## src/rtl/core/gpca_pkg.sv

```systemverilog
`timescale 1ns / 1ps
`default_nettype none

package gpca_pkg;

  localparam int NUM_USERS = 8;
  localparam int IDX_W     = (NUM_USERS > 1) ? $clog2(NUM_USERS) : 1;
  localparam int USER_W    = 3;
  localparam int PRIO_W    = 2;
  localparam int TYPE_W    = 3;
  localparam int ERR_W     = 2;
  localparam int GAP_W     = 16;
  localparam int ADDR_W    = 3;
  localparam int DATA_W    = 32;

  localparam logic [TYPE_W-1:0] REQ_JOIN    = 3'd0;
  localparam logic [TYPE_W-1:0] REQ_REQUEST = 3'd1;
  localparam logic [TYPE_W-1:0] REQ_DONE    = 3'd2;
  localparam logic [TYPE_W-1:0] REQ_LEAVE   = 3'd3;
  localparam logic [TYPE_W-1:0] REQ_TICK    = 3'd4;

  localparam logic [PRIO_W-1:0] PRIO_INVALID = 2'd3;

  localparam logic [ERR_W-1:0] ERR_NONE    = 2'd0;
  localparam logic [ERR_W-1:0] ERR_PRIO    = 2'd1;
  localparam logic [ERR_W-1:0] ERR_UNKNOWN = 2'd2;

  // register index, taken from paddr[2]
  localparam logic REG_FRAME_GAP = 1'b0;

  typedef struct packed {
    logic [TYPE_W-1:0] req_type;
    logic [USER_W-1:0] user_id;
    logic [PRIO_W-1:0] priority_req;
  } in_word_t;

  typedef struct packed {
    logic              grant_valid;
    logic [USER_W-1:0] grant_user;
    logic              busy_res;
    logic [USER_W-1:0] busy_user;
    logic [ERR_W-1:0]  error;
  } out_word_t;

endpackage

`default_nettype wire

```

## src/rtl/core/gapped_priority_channel_arbiter.sv

```systemverilog
`timescale 1ns / 1ps
`default_nettype none

// Channel arbiter. A word is taken when start is high and busy is low. Its
// result appears on out_word for one cycle, flagged by out_strobe, in the cycle
// after the word's last processing cycle; the receiver cannot stall it. A word
// that starts no selection pass (join, leave, a rejected request, or a request,
// done or tick that starts none) is processed in the cycle it is taken, so its
// result is strobed the cycle after the word is taken. A word that runs a
// selection pass enters the scan state: the pass walks the users one per cycle
// through a single priority comparator and busy stays high meanwhile. The
// user writes frame_gap through the APB port at byte address 0 while the
// block is idle; the block itself does not enforce this.
module gapped_priority_channel_arbiter (
  input  wire logic                     clk,
  input  wire logic                     rst_n,
  input  wire logic                     start,
  output logic                          busy,
  input  wire gpca_pkg::in_word_t       in_word,
  output logic                          out_strobe,
  output gpca_pkg::out_word_t           out_word,
  input  wire logic                     psel,
  input  wire logic                     penable,
  input  wire logic                     pwrite,
  input  wire logic [gpca_pkg::ADDR_W-1:0] paddr,
  input  wire logic [gpca_pkg::DATA_W-1:0] pwdata,
  output logic [gpca_pkg::DATA_W-1:0]   prdata,
  output logic                          pready
);
  import gpca_pkg::*;

  typedef enum logic [1:0] {
    ST_IDLE = 2'b01,
    ST_SCAN = 2'b10
  } state_t;

  state_t                state_r, state_nxt;
  logic [GAP_W-1:0]      frame_gap_r;
  logic [NUM_USERS-1:0]  present_r, present_nxt;
  logic [NUM_USERS-1:0]  waiting_r, waiting_nxt;
  logic [PRIO_W-1:0]     prio_r [NUM_USERS];
  logic                  prio_we;
  logic [IDX_W-1:0]      prio_wa;
  logic [PRIO_W-1:0]     prio_wd;
  logic                  hold_v_r, hold_v_nxt;
  logic [IDX_W-1:0]      hold_ix_r, hold_ix_nxt;
  logic                  prev_v_r, prev_v_nxt;
  logic [IDX_W-1:0]      prev_ix_r, prev_ix_nxt;
  logic [GAP_W-1:0]      ticks_r, ticks_nxt;
  logic                  pend_r, pend_nxt;
  logic [IDX_W-1:0]      idx_r, idx_nxt;
  logic [1:0]            cnt_r, cnt_nxt;
  logic                  best_v_r, best_v_nxt;
  logic [IDX_W-1:0]      best_ix_r, best_ix_nxt;
  logic [PRIO_W-1:0]     best_prio_r, best_prio_nxt;
  logic                  prev_cand_r, prev_cand_nxt;
  logic [ERR_W-1:0]      err_r, err_nxt;
  logic                  strobe_r, strobe_nxt;
  out_word_t             word_r, word_nxt;

  logic                  accept;
  logic                  cfg_we;
  logic [IDX_W-1:0]      uix;
  logic                  known;

  assign accept = start && (state_r == ST_IDLE);
  assign busy   = (state_r != ST_IDLE);
  assign uix    = IDX_W'(in_word.user_id);
  assign known  = (int'(in_word.user_id) < NUM_USERS);

  assign pready = 1'b1;
  assign cfg_we = psel && penable && pwrite && pready;

  always_comb begin
    if (paddr[2] == REG_FRAME_GAP) begin
      prdata = DATA_W'(frame_gap_r);
    end else begin
      prdata = '0;
    end
  end

  always_comb begin
    logic              try_sel;
    logic              go_scan;
    logic              cand;
    logic              is_prev;
    logic [1:0]        cnt_now;
    logic              pc_now;
    logic              bv_now;
    logic [IDX_W-1:0]  bix_now;
    logic [PRIO_W-1:0] bp_now;
    logic              pick_v;
    logic [IDX_W-1:0]  pick_ix;
    logic [GAP_W-1:0]  ticks_inc;

    state_nxt     = state_r;
    present_nxt   = present_r;
    waiting_nxt   = waiting_r;
    hold_v_nxt    = hold_v_r;
    hold_ix_nxt   = hold_ix_r;
    prev_v_nxt    = prev_v_r;
    prev_ix_nxt   = prev_ix_r;
    ticks_nxt     = ticks_r;
    pend_nxt      = pend_r;
    idx_nxt       = idx_r;
    cnt_nxt       = cnt_r;
    best_v_nxt    = best_v_r;
    best_ix_nxt   = best_ix_r;
    best_prio_nxt = best_prio_r;
    prev_cand_nxt = prev_cand_r;
    err_nxt       = err_r;
    strobe_nxt    = 1'b0;
    word_nxt      = word_r;
    prio_we       = 1'b0;
    prio_wa       = uix;
    prio_wd       = in_word.priority_req;
    try_sel       = 1'b0;
    go_scan       = 1'b0;
    cand          = 1'b0;
    is_prev       = 1'b0;
    cnt_now       = cnt_r;
    pc_now        = prev_cand_r;
    bv_now        = best_v_r;
    bix_now       = best_ix_r;
    bp_now        = best_prio_r;
    pick_v        = 1'b0;
    pick_ix       = '0;
    ticks_inc     = (ticks_r == '1) ? ticks_r : ticks_r + 1'b1;

    unique case (state_r)
      ST_IDLE: begin
        if (accept) begin
          err_nxt = ERR_NONE;
          case (in_word.req_type)
            REQ_JOIN: begin
              if (in_word.priority_req == PRIO_INVALID) begin
                err_nxt = ERR_PRIO;
              end else if (known) begin
                present_nxt[uix] = 1'b1;
                waiting_nxt[uix] = 1'b0;
                prio_we          = 1'b1;
              end
            end
            REQ_REQUEST: begin
              if (!known || !present_r[uix]) begin
                err_nxt = ERR_UNKNOWN;
              end else begin
                waiting_nxt[uix] = 1'b1;
                try_sel          = 1'b1;
              end
            end
            REQ_DONE: begin
              prev_v_nxt  = hold_v_r;
              prev_ix_nxt = hold_v_r ? hold_ix_r : '0;
              hold_v_nxt  = 1'b0;
              hold_ix_nxt = '0;
              try_sel     = 1'b1;
            end
            REQ_LEAVE: begin
              if (known && present_r[uix]) begin
                if (hold_v_r && hold_ix_r == uix) begin
                  hold_v_nxt  = 1'b0;
                  hold_ix_nxt = '0;
                end
                present_nxt[uix] = 1'b0;
                waiting_nxt[uix] = 1'b0;
                prio_we          = 1'b1;
                prio_wd          = '0;
              end
            end
            REQ_TICK: begin
              ticks_nxt = ticks_inc;
              if (pend_r && ticks_inc >= frame_gap_r) begin
                pend_nxt = 1'b0;
                try_sel  = 1'b1;
              end
            end
            default: begin
            end
          endcase

          if (try_sel && !hold_v_nxt) begin
            if (ticks_nxt < frame_gap_r) begin
              pend_nxt = 1'b1;
            end else begin
              pend_nxt  = 1'b0;
              ticks_nxt = '0;
              go_scan   = 1'b1;
            end
          end

          if (go_scan) begin
            state_nxt     = ST_SCAN;
            idx_nxt       = '0;
            cnt_nxt       = '0;
            best_v_nxt    = 1'b0;
            best_ix_nxt   = '0;
            best_prio_nxt = '0;
            prev_cand_nxt = 1'b0;
          end else begin
            strobe_nxt           = 1'b1;
            word_nxt.grant_valid = 1'b0;
            word_nxt.grant_user  = '0;
            word_nxt.busy_res    = hold_v_nxt;
            word_nxt.busy_user   = USER_W'(hold_ix_nxt);
            word_nxt.error       = err_nxt;
          end
        end
      end

      ST_SCAN: begin
        cand    = present_r[idx_r] && waiting_r[idx_r];
        is_prev = prev_v_r && (prev_ix_r == idx_r);
        if (cand) begin
          cnt_now = (cnt_r == 2'd2) ? cnt_r : cnt_r + 1'b1;
          if (is_prev) begin
            pc_now = 1'b1;
          end else if (!best_v_r || prio_r[idx_r] > best_prio_r) begin
            bv_now  = 1'b1;
            bix_now = idx_r;
            bp_now  = prio_r[idx_r];
          end
        end
        cnt_nxt       = cnt_now;
        prev_cand_nxt = pc_now;
        best_v_nxt    = bv_now;
        best_ix_nxt   = bix_now;
        best_prio_nxt = bp_now;
        idx_nxt       = idx_r + 1'b1;

        if (idx_r == IDX_W'(NUM_USERS - 1)) begin
          // lone waiter may be the previous holder
          if (cnt_now == 2'd1 && pc_now) begin
            pick_v  = 1'b1;
            pick_ix = prev_ix_r;
          end else if (bv_now) begin
            pick_v  = 1'b1;
            pick_ix = bix_now;
          end
          if (pick_v) begin
            waiting_nxt[pick_ix] = 1'b0;
            hold_v_nxt           = 1'b1;
            hold_ix_nxt          = pick_ix;
          end
          state_nxt            = ST_IDLE;
          strobe_nxt           = 1'b1;
          word_nxt.grant_valid = pick_v;
          word_nxt.grant_user  = pick_v ? USER_W'(pick_ix) : '0;
          word_nxt.busy_res    = hold_v_nxt;
          word_nxt.busy_user   = USER_W'(hold_ix_nxt);
          word_nxt.error       = err_r;
        end
      end

      default: begin
        state_nxt = ST_IDLE;
      end
    endcase
  end

  always_ff @(posedge clk) begin
    if (!rst_n) begin
      state_r     <= ST_IDLE;
      frame_gap_r <= '0;
      present_r   <= '0;
      waiting_r   <= '0;
      hold_v_r    <= 1'b0;
      hold_ix_r   <= '0;
      prev_v_r    <= 1'b0;
      prev_ix_r   <= '0;
      ticks_r     <= '0;
      pend_r      <= 1'b0;
      strobe_r    <= 1'b0;
    end else begin
      state_r   <= state_nxt;
      present_r <= present_nxt;
      waiting_r <= waiting_nxt;
      hold_v_r  <= hold_v_nxt;
      hold_ix_r <= hold_ix_nxt;
      prev_v_r  <= prev_v_nxt;
      prev_ix_r <= prev_ix_nxt;
      ticks_r   <= ticks_nxt;
      pend_r    <= pend_nxt;
      strobe_r  <= strobe_nxt;
      if (cfg_we && paddr[2] == REG_FRAME_GAP) begin
        frame_gap_r <= pwdata[GAP_W-1:0];
      end
    end
  end

  always_ff @(posedge clk) begin
    idx_r       <= idx_nxt;
    cnt_r       <= cnt_nxt;
    best_v_r    <= best_v_nxt;
    best_ix_r   <= best_ix_nxt;
    best_prio_r <= best_prio_nxt;
    prev_cand_r <= prev_cand_nxt;
    err_r       <= err_nxt;
    word_r      <= word_nxt;
    if (prio_we) begin
      prio_r[prio_wa] <= prio_wd;
    end
  end

  assign out_strobe = strobe_r;
  assign out_word   = word_r;

  a_grant_holds: assert property (@(posedge clk) disable iff (!rst_n)
    out_strobe && out_word.grant_valid |->
      out_word.busy_res && out_word.busy_user == out_word.grant_user)
    else $error("grant without matching holder");

  a_grant_no_err: assert property (@(posedge clk) disable iff (!rst_n)
    out_strobe && out_word.grant_valid |-> out_word.error == ERR_NONE)
    else $error("grant flagged with error");

  a_scan_ends_out: assert property (@(posedge clk) disable iff (!rst_n)
    $fell(busy) |-> out_strobe)
    else $error("pass ended without result");

  a_accept_resp: assert property (@(posedge clk) disable iff (!rst_n)
    start && !busy |=> out_strobe || busy)
    else $error("word taken without result or pass");

endmodule

`default_nettype wire
```

## config.mk

```make
export PLATFORM = sky130hd
export DESIGN_NAME = gapped_priority_channel_arbiter
export DESIGN_NICKNAME = d
export VERILOG_FILES = /design/src/rtl/core/gpca_pkg.sv /design/src/rtl/core/gapped_priority_channel_arbiter.sv
export SDC_FILE = /design/constraint.sdc
export NUM_CORES = 1
export LEC_CHECK = 0
export BUFFER_PORTS_ARGS = -buffer_cell sky130_fd_sc_hd__buf_4
export CORE_MARGIN = 5
export CORE_UTILIZATION = 40
export DETAILED_ROUTE_END_ITERATION = 10
export SETUP_SLACK_MARGIN = 0.5
export SLEW_MARGIN = 20
export SYNTH_ARGS = -nofsm -noshare
export SYNTH_HDL_FRONTEND = slang
export SYNTH_SLANG_ARGS = --single-unit
```

## constraint.sdc

```tcl
create_clock -name clk -period 4.8 [get_ports clk]
set_input_delay 0.48 -clock clk [delete_from_list [all_inputs] [get_ports clk]]
set_output_delay 0.48 -clock clk [all_outputs]
set_load 0.005 [all_outputs]
```

# Word level (Yosys, flattened, before mapping)
# Memory sizes are Yosys's and may differ from the RTL's. A register that Yosys moved wholly into a read port is not among the register bits.
# Cells that the tools add are included.
# totals
input_bits	49
wordCells	222
reg_bits	84
mem_bits_rw	16
n_memories	1
# op_classes
eq_ne	28
n_reduce_logical	30
bitwise	8
add_sub_neg	3
muxes	121
order_cmp	8
# memory_table
name	words	word_bits	read_ports	rd_clocked_by_memory_dff	write_ports	line_no	text
prio_r	8	2	1	1	1	gapped_priority_channel_arbiter.sv:41	logic [PRIO_W-1:0] prio_r [NUM_USERS];
# op_table
cell	n
$mux W16	7
$mux W8	8
$mux W3	17
$mux W1	46
$mux W2	16
$pmux W8 S2	2
$mux W10	3
$and A8 B8 Y8	3
$pmux W3 S2	4
$pmux W8 S3	1
$pmux W10 S2	1
$ne A2 B2 Y1 const B	9
$add A16 B1 Y16 const B	1
$eq A16 B16 Y1 const B	1
$ge A16 B16 Y1	1
$lt A16 B16 Y1	1
$not A8 Y8	2
$or A8 B8 Y8	2
$pmux W2 S2	4
$logic_and A1 B1 Y1	12
$lt A3 B4 Y1 const B	3
$pmux W1 S2	6
$reduce_and A3 Y1	4
$bmux W1 S3	3
25 further kinds	41

# Logic depth before layout (Yosys ltp)
# Gate-level depths: netlist of run 1.
# logic_depth
word_depth	19
ltp_mapped	18

# Least setup slack after synthesis of run 1
# Ideal clock, no wire load.
# synth_timing
kind	register -> register
from	register ticks_r[0]
to	register word_r, in the netlist out_word[0] (enable)
path_slack_ns	0.614
setup_ns	0.380
required_ns	4.420
arrival_time_ns	3.806
path_buffers	0
path_stages_with_launch	15
cell_sequence	dfxtp_1 > ha_1 > nand3_1 > nor4_4 > nor4_1 > nand4_1 > nor2_1 > xor2_1 > ha_1 > or4_1 > a21oi_1 > o31ai_1 > or3_1 > and2_1 > a21oi_1
# synth_via
elab_chain_len	14
# synth_rtl
item	line_no	text
start: declaration	gapped_priority_channel_arbiter.sv:49	logic [GAP_W-1:0] ticks_r, ticks_nxt;
start signal: assignment	gapped_priority_channel_arbiter.sv:282	ticks_r <= ticks_nxt;
$add A16 B1 Y16 or $eq A16 B16 Y1 (tied branches)	gapped_priority_channel_arbiter.sv:128	ticks_inc = (ticks_r == '1) ? ticks_r : ticks_r + 1'b1;
$mux W16	gapped_priority_channel_arbiter.sv:128	
$ge A16 B16 Y1	gapped_priority_channel_arbiter.sv:173	if (pend_r && ticks_inc >= frame_gap_r) begin
$logic_and A1 B1 Y1	gapped_priority_channel_arbiter.sv:173	
$mux W1	gapped_priority_channel_arbiter.sv:173	
$pmux W1 S3	gapped_priority_channel_arbiter.sv:134	case (in_word.req_type)
$mux W1	gapped_priority_channel_arbiter.sv:132	if (accept) begin
$mux W1	gapped_priority_channel_arbiter.sv:130	unique case (state_r)
$logic_and A1 B1 Y1	gapped_priority_channel_arbiter.sv:182	if (try_sel && !hold_v_nxt) begin
$mux W1 (*)	gapped_priority_channel_arbiter.sv:182	
$mux W1 (*)	gapped_priority_channel_arbiter.sv:132	
$mux W1 (*)	gapped_priority_channel_arbiter.sv:130	
$ne A2 B2 Y1 (no source line) (*)	--	
$reduce_and A4 Y1 (no source line) (*)	--	
end signal: assignment	gapped_priority_channel_arbiter.sv:299	word_r <= word_nxt;
end: declaration	gapped_priority_channel_arbiter.sv:59	out_word_t word_r, word_nxt;
# Every way passes the cells marked *; elsewhere a longest branch is shown, timed or not. The select of a mux whose other input is x is not followed.
# A chain may end at the register's enable or synchronous reset.

# Final worst setup path of run 1
# layout_timing
from	register ticks_r[14]
to	register word_r, in the netlist out_word[5] (enable)
# Same word-level chain as after synthesis.

==> summary.txt, run 1 <==
Logic synthesis
  – Yosys warns: 0
  – Count of flip-flops with a built-in enable after synthesis: 40
  – Avg Inst Size Synth: ~8.8 um2
  – Post-Synth Simple-Gate Area: 0.195
  – Post-synth ARST share: 0
  – Compound-Gate Fraction of Synth Area: 0.156
  – Synth Area in Adders: 0.0772
  – Main combinational cell family by area after synthesis: simple AND/OR/NAND/NOR gates
  – Post-synthesis sequential area ratio: 0.389
  – Top FF cell, synth: dfxtp_1
  – Synthesized area: 6320 um2
  – Ranking of synthesized cells by area: dfxtp_1 20%, edfxtp_1 19%, ha_1 7.7%
  – Mapped Cells: around 720
  – Post-synthesis xor/xnor area fraction: 0.0526
  – Synth Register Bits: approximately 100
  – Synth unique cells: 70
  – Post-synth top area cell: dfxtp_1
  – Multiplexer share of the synthesized area: 0.0625
  – Synth top area share: 0.199

Timing
  – Final hold violations: 0
  – # setup viols final: 0
  – Fin Hold WS: approximately 0.37 ns
  – Worst slew pin tran: between 0.9 and 1 ns
  – Achievable frequency: 243 MHz
  – Worst setup margin: 0.683 ns
  – Tmin final: roughly 4 ns
  – Fin. max-slew vios: 0
  – Clock skew: approximately 0.013 ns
  – RSZ-0062 raised after global routing: no
  – Slew HR: 0.351
  – Final Cycle Share: 0.858
  – Setup TNS: 0 ns

Min path
  – Hold endpoint: frame_gap_r[4]$_SDFFE_PN0P_
  – Hold Crit Class: in2reg
  – Min-delay src: pwdata[4]
  – Worst Hold Depth: 3

Drt
  – Antenna Violating Nets Remaining: 0
  – DRT iter0 DRCs: 340
  – Final WL: about 16000 um
  – DR vias/cell: roughly 5.3
  – Drc violations: 0
  – Via count: between 5000 and 6000
  – DR WL/cell: around 16 um
  – Router iterations before antenna repair: 5

Floorplanning
  – Initial Utilization: 0.402
  – Num ports: between 90 and 100
  – Full die area: 18400 um2
  – Number of core rows: 46
  – Die width: roughly 140 um
  – Core ar.: 15700 um2
  – Die Y: between 100 and 150 um

Placement
  – Hpwl dp: between 10000 and 15000 um
  – Setup WS pre-CTS: 0.429 ns
  – Count of input and output buffers: 58
  – GP Congestion: roughly 0.83
  – Dpl cell area: 6920 um2

Cells and area
  – Layout cells sized above 1: 0.163
  – Synth-to-Final Area Change: 15.2%
  – Design Area, Final: between 7000 and 8000 um2
  – Fin nets: around 850
  – Most frequent cells in the layout: 86 x nand2_1, 82 x nor2_1, 75 x buf_4, 58 x dfxtp_1, 51 x a21oi_1
  – Footprint of the multi-input gates: around 3500 um2
  – Antenna diode count: 0
  – Fillers: 1552
  – Most common cell after layout, fill and taps aside: nand2_1
  – Register Area: approximately 2500 um2

Worst setup path
  – Reg-to-Reg End: out_word[5]$_DFFE_PP_
  – Max FO, Critical Path: 8
  – Worst R2R Path Depth: 16
  – Crit path kind: reg2reg
  – R2R Setup Slk: 0.68 ns
  – Worst path required time: about 4.9 ns
  – Worst r2r src: ticks_r[14]$_SDFFE_PN0P_
  – Largest stage delay on the critical path: approximately 0.47 ns
  – Cell-by-cell trace of the critical path: nand4_1, buf_4, o21ai_0, buf_4, nor2_2, and3_2, and4_1, xor2_1, ha_1, or4_1, a21oi_1, o31ai_1, or3_1, and2_1, a21oi_2, buf_4
  – Most frequent CP cell: buf_4
  – Crit start category: flip-flop
  – Critical Path AT: approximately 4.2 ns
  – CP Capture Type: flip-flop
  – Crit-path slowest cell: or4_1

Global route
  – Vias in the first global route: around 5200
  – Largest net degree at the start of global routing: 45
  – Remaining Overflow, GRT: 0
  – Initial antenna violation count: 0
  – Total global-route track usage: 0.179
  – Global-route wire length before repair: around 26000 um

Outcome
  – Status: completed

Clock network
  – CTS buffer count: 9
  – Clk Tree Root Cell: clkbuf_16
  – H-Tree Depth: 3
  – Clock buffer depth: 2
  – Clk_lat worst skew: between 0.3 and 0.4 ns
  – Clock slew at reported path FFs: 0.08 ns
  – CTS Sinks: 103
  – CTS tree: built

Power and ir drop
  – Leakage: 2.98 nW
  – Peak VDD IR: 154 uV
  – Power Density: roughly 260 nW/um2

Run
  – Max-cap violation count: 0
==> stage by stage <==
stage / cells / power (W) / util
after detailed placement: 965 / 0.00117 / 0.440
final: 985 / 0.00187 / 0.464
after global placement: 965 / 0.00116 / 0.440
after global routing: 985 / 0.00195 / 0.464
after CTS: 981 / 0.00189 / 0.459
after floorplan: 730 / 0.00109 / -
==> metal layers <==
| layer | part of all wire | track usage | vias up | routed length (um) |
|---|---|---|---|---|
| met5 | 0 | 0 | - | 0 |
| met4 | 0.021 | 0.0694 | 0 | 337 |
| met3 | 0.038 | 0.0241 | 21 | 604 |
| met2 | 0.51 | 0.308 | 119 | 8120 |
| met1 | 0.44 | 0.228 | 2475 | 6980 |
| li1 | - | - | 2605 | - |
==> critical path, delay by kind of cell, from the launching register on <==
| kind | cells | cell delay [ns] |
|---|---|---|
| AOI/OAI and AO/OA | 4 | 0.60 |
| DFF | 1 | 0.40 |
| buffers and inverters | 3 | 0.59 |
| adders and majority gates | 1 | 0.22 |
| xor gates and xnor gates | 1 | 0.16 |
| and+or+nand+nor | 7 | 1.83 |
==> where the power goes <==
part / switching, W / internal, W
clock network: 0.000340 / 0.000374
registers: 0.0000132 / 0.000929
logic: 0.000125 / 0.0000880
==> logic make-up after synthesis <==
family                     count (synthesis)
AOI/OAI and AO/OA                        148
xor gates and xnor gates                  38
adders and majority gates                 39
buffers and inverters                     91
DFF                                      103
muxes                                     30
other                                      2
and+or+nand+nor                          264
==> what timing repair did <==
item	CTS	global route
buffers inserted	0	4
endpoints found under the setup margin	21	38
pin swaps	0	3
hold buffers	0	0
resized for setup	3	14
==> how the worst max path moves through the flow <==
stage,startpoint,endpoint,slack (ns),cells past startpoint
floorplan,ticks_r[0]$_SDFFE_PN0P_,out_word[0]$_DFFE_PP_,0.61,14
global placement,ticks_r[0]$_SDFFE_PN0P_,best_ix_r[0]$_SDFFCE_PN0N_,0.56,18
detailed placement,ticks_r[0]$_SDFFE_PN0P_,best_ix_r[0]$_SDFFCE_PN0N_,0.43,18
CTS,ticks_r[13]$_SDFFE_PN0P_,flip-flop,0.55,17
global route,ticks_r[0]$_SDFFE_PN0P_,out_word[2]$_DFFE_PP_,0.52,17
finish,ticks_r[14]$_SDFFE_PN0P_,out_word[5]$_DFFE_PP_,0.68,16
==> layout make-up <==
class,instances,share of cell area
clock buffer,10,0.0328
clock inverter,6,0.00670
inverter,38,0.0196
multi-input combinational,536,0.486
sequential,103,0.339
tap,216,0.0371
timing repair buffer,76,0.0788
==> cells in the mapped netlist (12+ instances only) <==
master and n:
nand2_1 86, o21ai_0 25, dfxtp_1 63, xor2_1 23
nor2_1 83, a32o_1 12, nand3_1 16, mux2i_1 19
a21oi_1 53, inv_1 37, clkbuf_1 27, xnor2_1 15
edfxtp_1 40, buf_4 18, ha_1 39
(Power assumes the default switching activity.)
==> run 2: changes to the inputs <==
--- a/config.mk
+++ b/config.mk
@@ -9,6 +9,7 @@
 export CORE_MARGIN = 5
 export CORE_UTILIZATION = 40
 export DETAILED_ROUTE_END_ITERATION = 10
+export PLACE_DENSITY = 0.6
 export SETUP_SLACK_MARGIN = 0.5
 export SLEW_MARGIN = 20
 export SYNTH_ARGS = -nofsm -noshare
==> constraint.sdc (replaced) <==
create_clock -name clk -period 4.38 [get_ports clk]
set_input_delay 0.438 -clock clk [delete_from_list [all_inputs] [get_ports clk]]
set_output_delay 0.438 -clock clk [all_outputs]
set_load 0.005 [all_outputs]
==> run 2 against run 1 <==
Effect of this change: utilization up 1.8 points; via count increased by 3.2%; setup slack got worse by 0.041 ns; wire length is 4.1% higher; clock power up 9.7%; highest routed layer unchanged; largest power group unchanged; cell area up 3.8%; fmax increased by 10%.
==> summary.txt, run 2 (synthesized netlist as in run 1, its figures left out) <==
Placement
  – Dpl cell area: 6960 um2 (+0.69%)
  – GP Congestion: 0.891 (+6.9%)
  – Hpwl dp: 12500 um (+2.7%)
  – Count of input and output buffers: 58 (unchanged)

Clock network
  – Clk_lat worst skew: 0.37 ns (+0.02 ns)
  – CTS buffer count: 9 (unchanged)
  – Clock buffer depth: 2 (unchanged)
  – Clk Tree Root Cell: clkbuf_16
  – CTS Sinks: 103 (unchanged)
  – Hold-fix buffers, CTS: 0 (unchanged)
  – CTS tree: built
  – Clock slew at reported path FFs: 0.08 ns (about the same)
  – H-Tree Depth: 3 (unchanged)

Floorplanning
  – Die Y: 136 um (unchanged)
  – Number of core rows: 46 (unchanged)
  – Initial Utilization: 0.402 (unchanged)
  – Core ar.: 15700 um2 (unchanged)
  – Num ports: 94 (unchanged)
  – Full die area: 18400 um2 (unchanged)
  – Die width: 136 um (unchanged)

Global route
  – Initial antenna violation count: 0 (unchanged)
  – Total global-route track usage: 0.186 (+0.00673)
  – Vias in the first global route: 5358 (+2.6%)
  – Global-route wire length before repair: 27000 um (+2.5%)
  – Remaining Overflow, GRT: 0 (unchanged)
  – Largest net degree at the start of global routing: 45 (unchanged)

Power and ir drop
  – Peak VDD IR: 183 uV (+19%)
  – Power Density: 271 nW/um2 (+5.8%)
  – Leakage: 3.09 nW (+3.5%)
  – Design Power: 0.00205 W (+9.8%)

Worst setup path
  – Buf+Inv Stages, Crit Path: 5 (+2)
  – WP depth: 15 (-1)
  – Critical Path AT: 3.81 ns (-0.36 ns)
  – Reg-to-Reg End: out_word[9]$_SDFFCE_PN0P_
  – Worst R2R Path Depth: 15 (-1)
  – Worst setup path endpoint: out_word[9]$_SDFFCE_PN0P_
  – Critical Path Source: ticks_r[9]$_SDFFE_PN0P_
  – Cell-by-cell trace of the critical path: nand4_1, nor4_4, buf_4, buf_4, mux2i_2, inv_1, ha_1, a21oi_1, o21ai_1, a211o_1, a41o_1, buf_4, and2_1, a21oi_2, buf_6
  – Crit start category: flip-flop
  – R2R Setup Slk: 0.64 ns (-0.04 ns)
  – Most frequent CP cell: buf_4
  – Max FO, Critical Path: 8 (unchanged)
  – Worst path required time: 4.45 ns (-0.40 ns)
  – Worst r2r src: ticks_r[9]$_SDFFE_PN0P_
  – Crit path kind: reg2reg
  – Family with the most delay on the worst path: compound AO/OA/AOI/OAI gates
  – Crit-path slowest cell: nor4_4
  – Largest stage delay on the critical path: 0.39 ns (-0.08 ns)
  – CP Capture Type: flip-flop

Drt
  – Via count: 5388 (+3.2%)
  – Antenna Violating Nets Remaining: 0 (unchanged)
  – Drc violations: 0 (unchanged)
  – Final WL: 16700 um (+4.1%)
  – Router iterations before antenna repair: 5 (unchanged)
  – DR WL/cell: 16.6 um (+2.0%)
  – DR vias/cell: 5.36 (+1.2%)
  – DRT iter0 DRCs: 360 (+5.9%)

Timing
  – # setup viols final: 0 (unchanged)
  – Tmin final: 3.74 ns (-0.379 ns)
  – Setup TNS: 0 ns (unchanged)
  – Achievable frequency: 268 MHz (+10%)
  – Slew HR: 0.341 (-0.00996)
  – Final Cycle Share: 0.853 (-0.00432)
  – Worst slew pin tran: 0.985 ns (+0.0149 ns)
  – RSZ-0062 raised after global routing: no
  – Clock skew: 0.0150 ns (+0.00245 ns)
  – Fin. max-slew vios: 0 (unchanged)
  – Final hold violations: 0 (unchanged)

Run
  – Max-cap violation count: 0 (unchanged)

Cells and area
  – Fin nets: 872 (+2.3%)
  – Most common cell after layout, fill and taps aside: buf_4
  – Most frequent cells in the layout: 95 x buf_4, 84 x nand2_1, 81 x nor2_1, 49 x a21oi_1, 48 x dfxtp_1
  – Core Util, Final: 0.481 (+0.0175)
  – Antenna diode count: 0 (unchanged)
  – Layout cells sized above 1: 0.217 (+0.0542)
  – Design Area, Final: 7560 um2 (+3.8%)
  – Fillers: 1546 (-0.39%)
  – Synth-to-Final Area Change: 19.6%

Min path
  – Worst Hold Depth: 3 (unchanged)
  – Hold Crit Class: in2reg

Outcome
  – Status: completed
-- run 2: cell count changes in the layout (fill, tap and decap cells not counted), moves of 4 or more --
| cell | change |
|---|---|
| dfxtp_1 | -10 |
| dfxtp_4 | +10 |
| o21ai_0 | -4 |
| buf_4 | +20 |
-- run 2: worst register-to-register path, cell delays in order (launching register included) --
cell	delay, ns
dfxtp_4	0.38
nand4_1	0.18
nor4_4	0.39
buf_4	0.20
buf_4	0.12
mux2i_2	0.25
inv_1	0.08
ha_1	0.27
a21oi_1	0.17
o21ai_1	0.14
a211o_1	0.35
a41o_1	0.25
buf_4	0.15
and2_1	0.16
a21oi_2	0.19
buf_6	0.17
-- run 2: area by class of cell --
| type | instances | area (um2) | area share |
|---|---|---|---|
| Sequential cell | 103 | 2510 | 0.332 |
| Clock inverter | 6 | 48.8 | 0.00645 |
| Multi-Input combinational cell | 536 | 3640 | 0.481 |
| Inverter | 38 | 145 | 0.0192 |
| Tap cell | 216 | 270 | 0.0357 |
| Clock buffer | 10 | 229 | 0.0303 |
| Timing Repair Buffer | 96 | 724 | 0.0958 |
-- run 2: what timing repair did --
item | CTS | global route
setup endpoints to repair | 39 | 36
resized for setup | 20 | 41
setup buffers | 8 | 11
pin swaps | 10 | 18
-- run 2: power breakdown --
| part | switching [W] | leakage [nW] | internal [W] | total [W] |
|---|---|---|---|---|
| Combinational | 0.000141 | 2.05 | 0.000102 | 0.000243 |
| Sequential | 0.0000143 | 0.901 | 0.00101 | 0.00103 |
| Clock | 0.000387 | 0.140 | 0.000396 | 0.000783 |
-- run 2: metrics by stage --
| stage | hold slack [ns] | setup slack, ns | std cells |
|---|---|---|---|
| final | 0.320 | 0.643 | 1005 |
| after global routing | 0.325 | 0.474 | 1005 |
| after CTS | 0.310 | 0.500 | 994 |
| after detailed placement | 0.447 | 0.203 | 970 |
| after global placement | 0.443 | 0.325 | 970 |
| after floorplan | 0.432 | 0.500 | 730 |
-- run 2: how the worst min path moves through the flow --
stage	startpoint	to	slack, ns
global placement	frame_gap_r[4]$_SDFFE_PN0P_	frame_gap_r[4]$_SDFFE_PN0P_	0.44
detailed placement	frame_gap_r[3]$_SDFFE_PN0P_	frame_gap_r[3]$_SDFFE_PN0P_	0.45
finish	pwdata[13]	frame_gap_r[13]$_SDFFE_PN0P_	0.32
CTS	pwdata[11]	frame_gap_r[11]$_SDFFE_PN0P_	0.31
global route	pwdata[15]	frame_gap_r[15]$_SDFFE_PN0P_	0.33
floorplan	prev_v_r$_SDFFE_PN0P_	prev_v_r$_SDFFE_PN0P_	0.43
-- run 2: layer usage --
metal | share of wire | global-route usage
met5 | 0 | 0
met2 | 0.52 | 0.328
met1 | 0.43 | 0.232
met3 | 0.038 | 0.0305
met4 | 0.019 | 0.0588
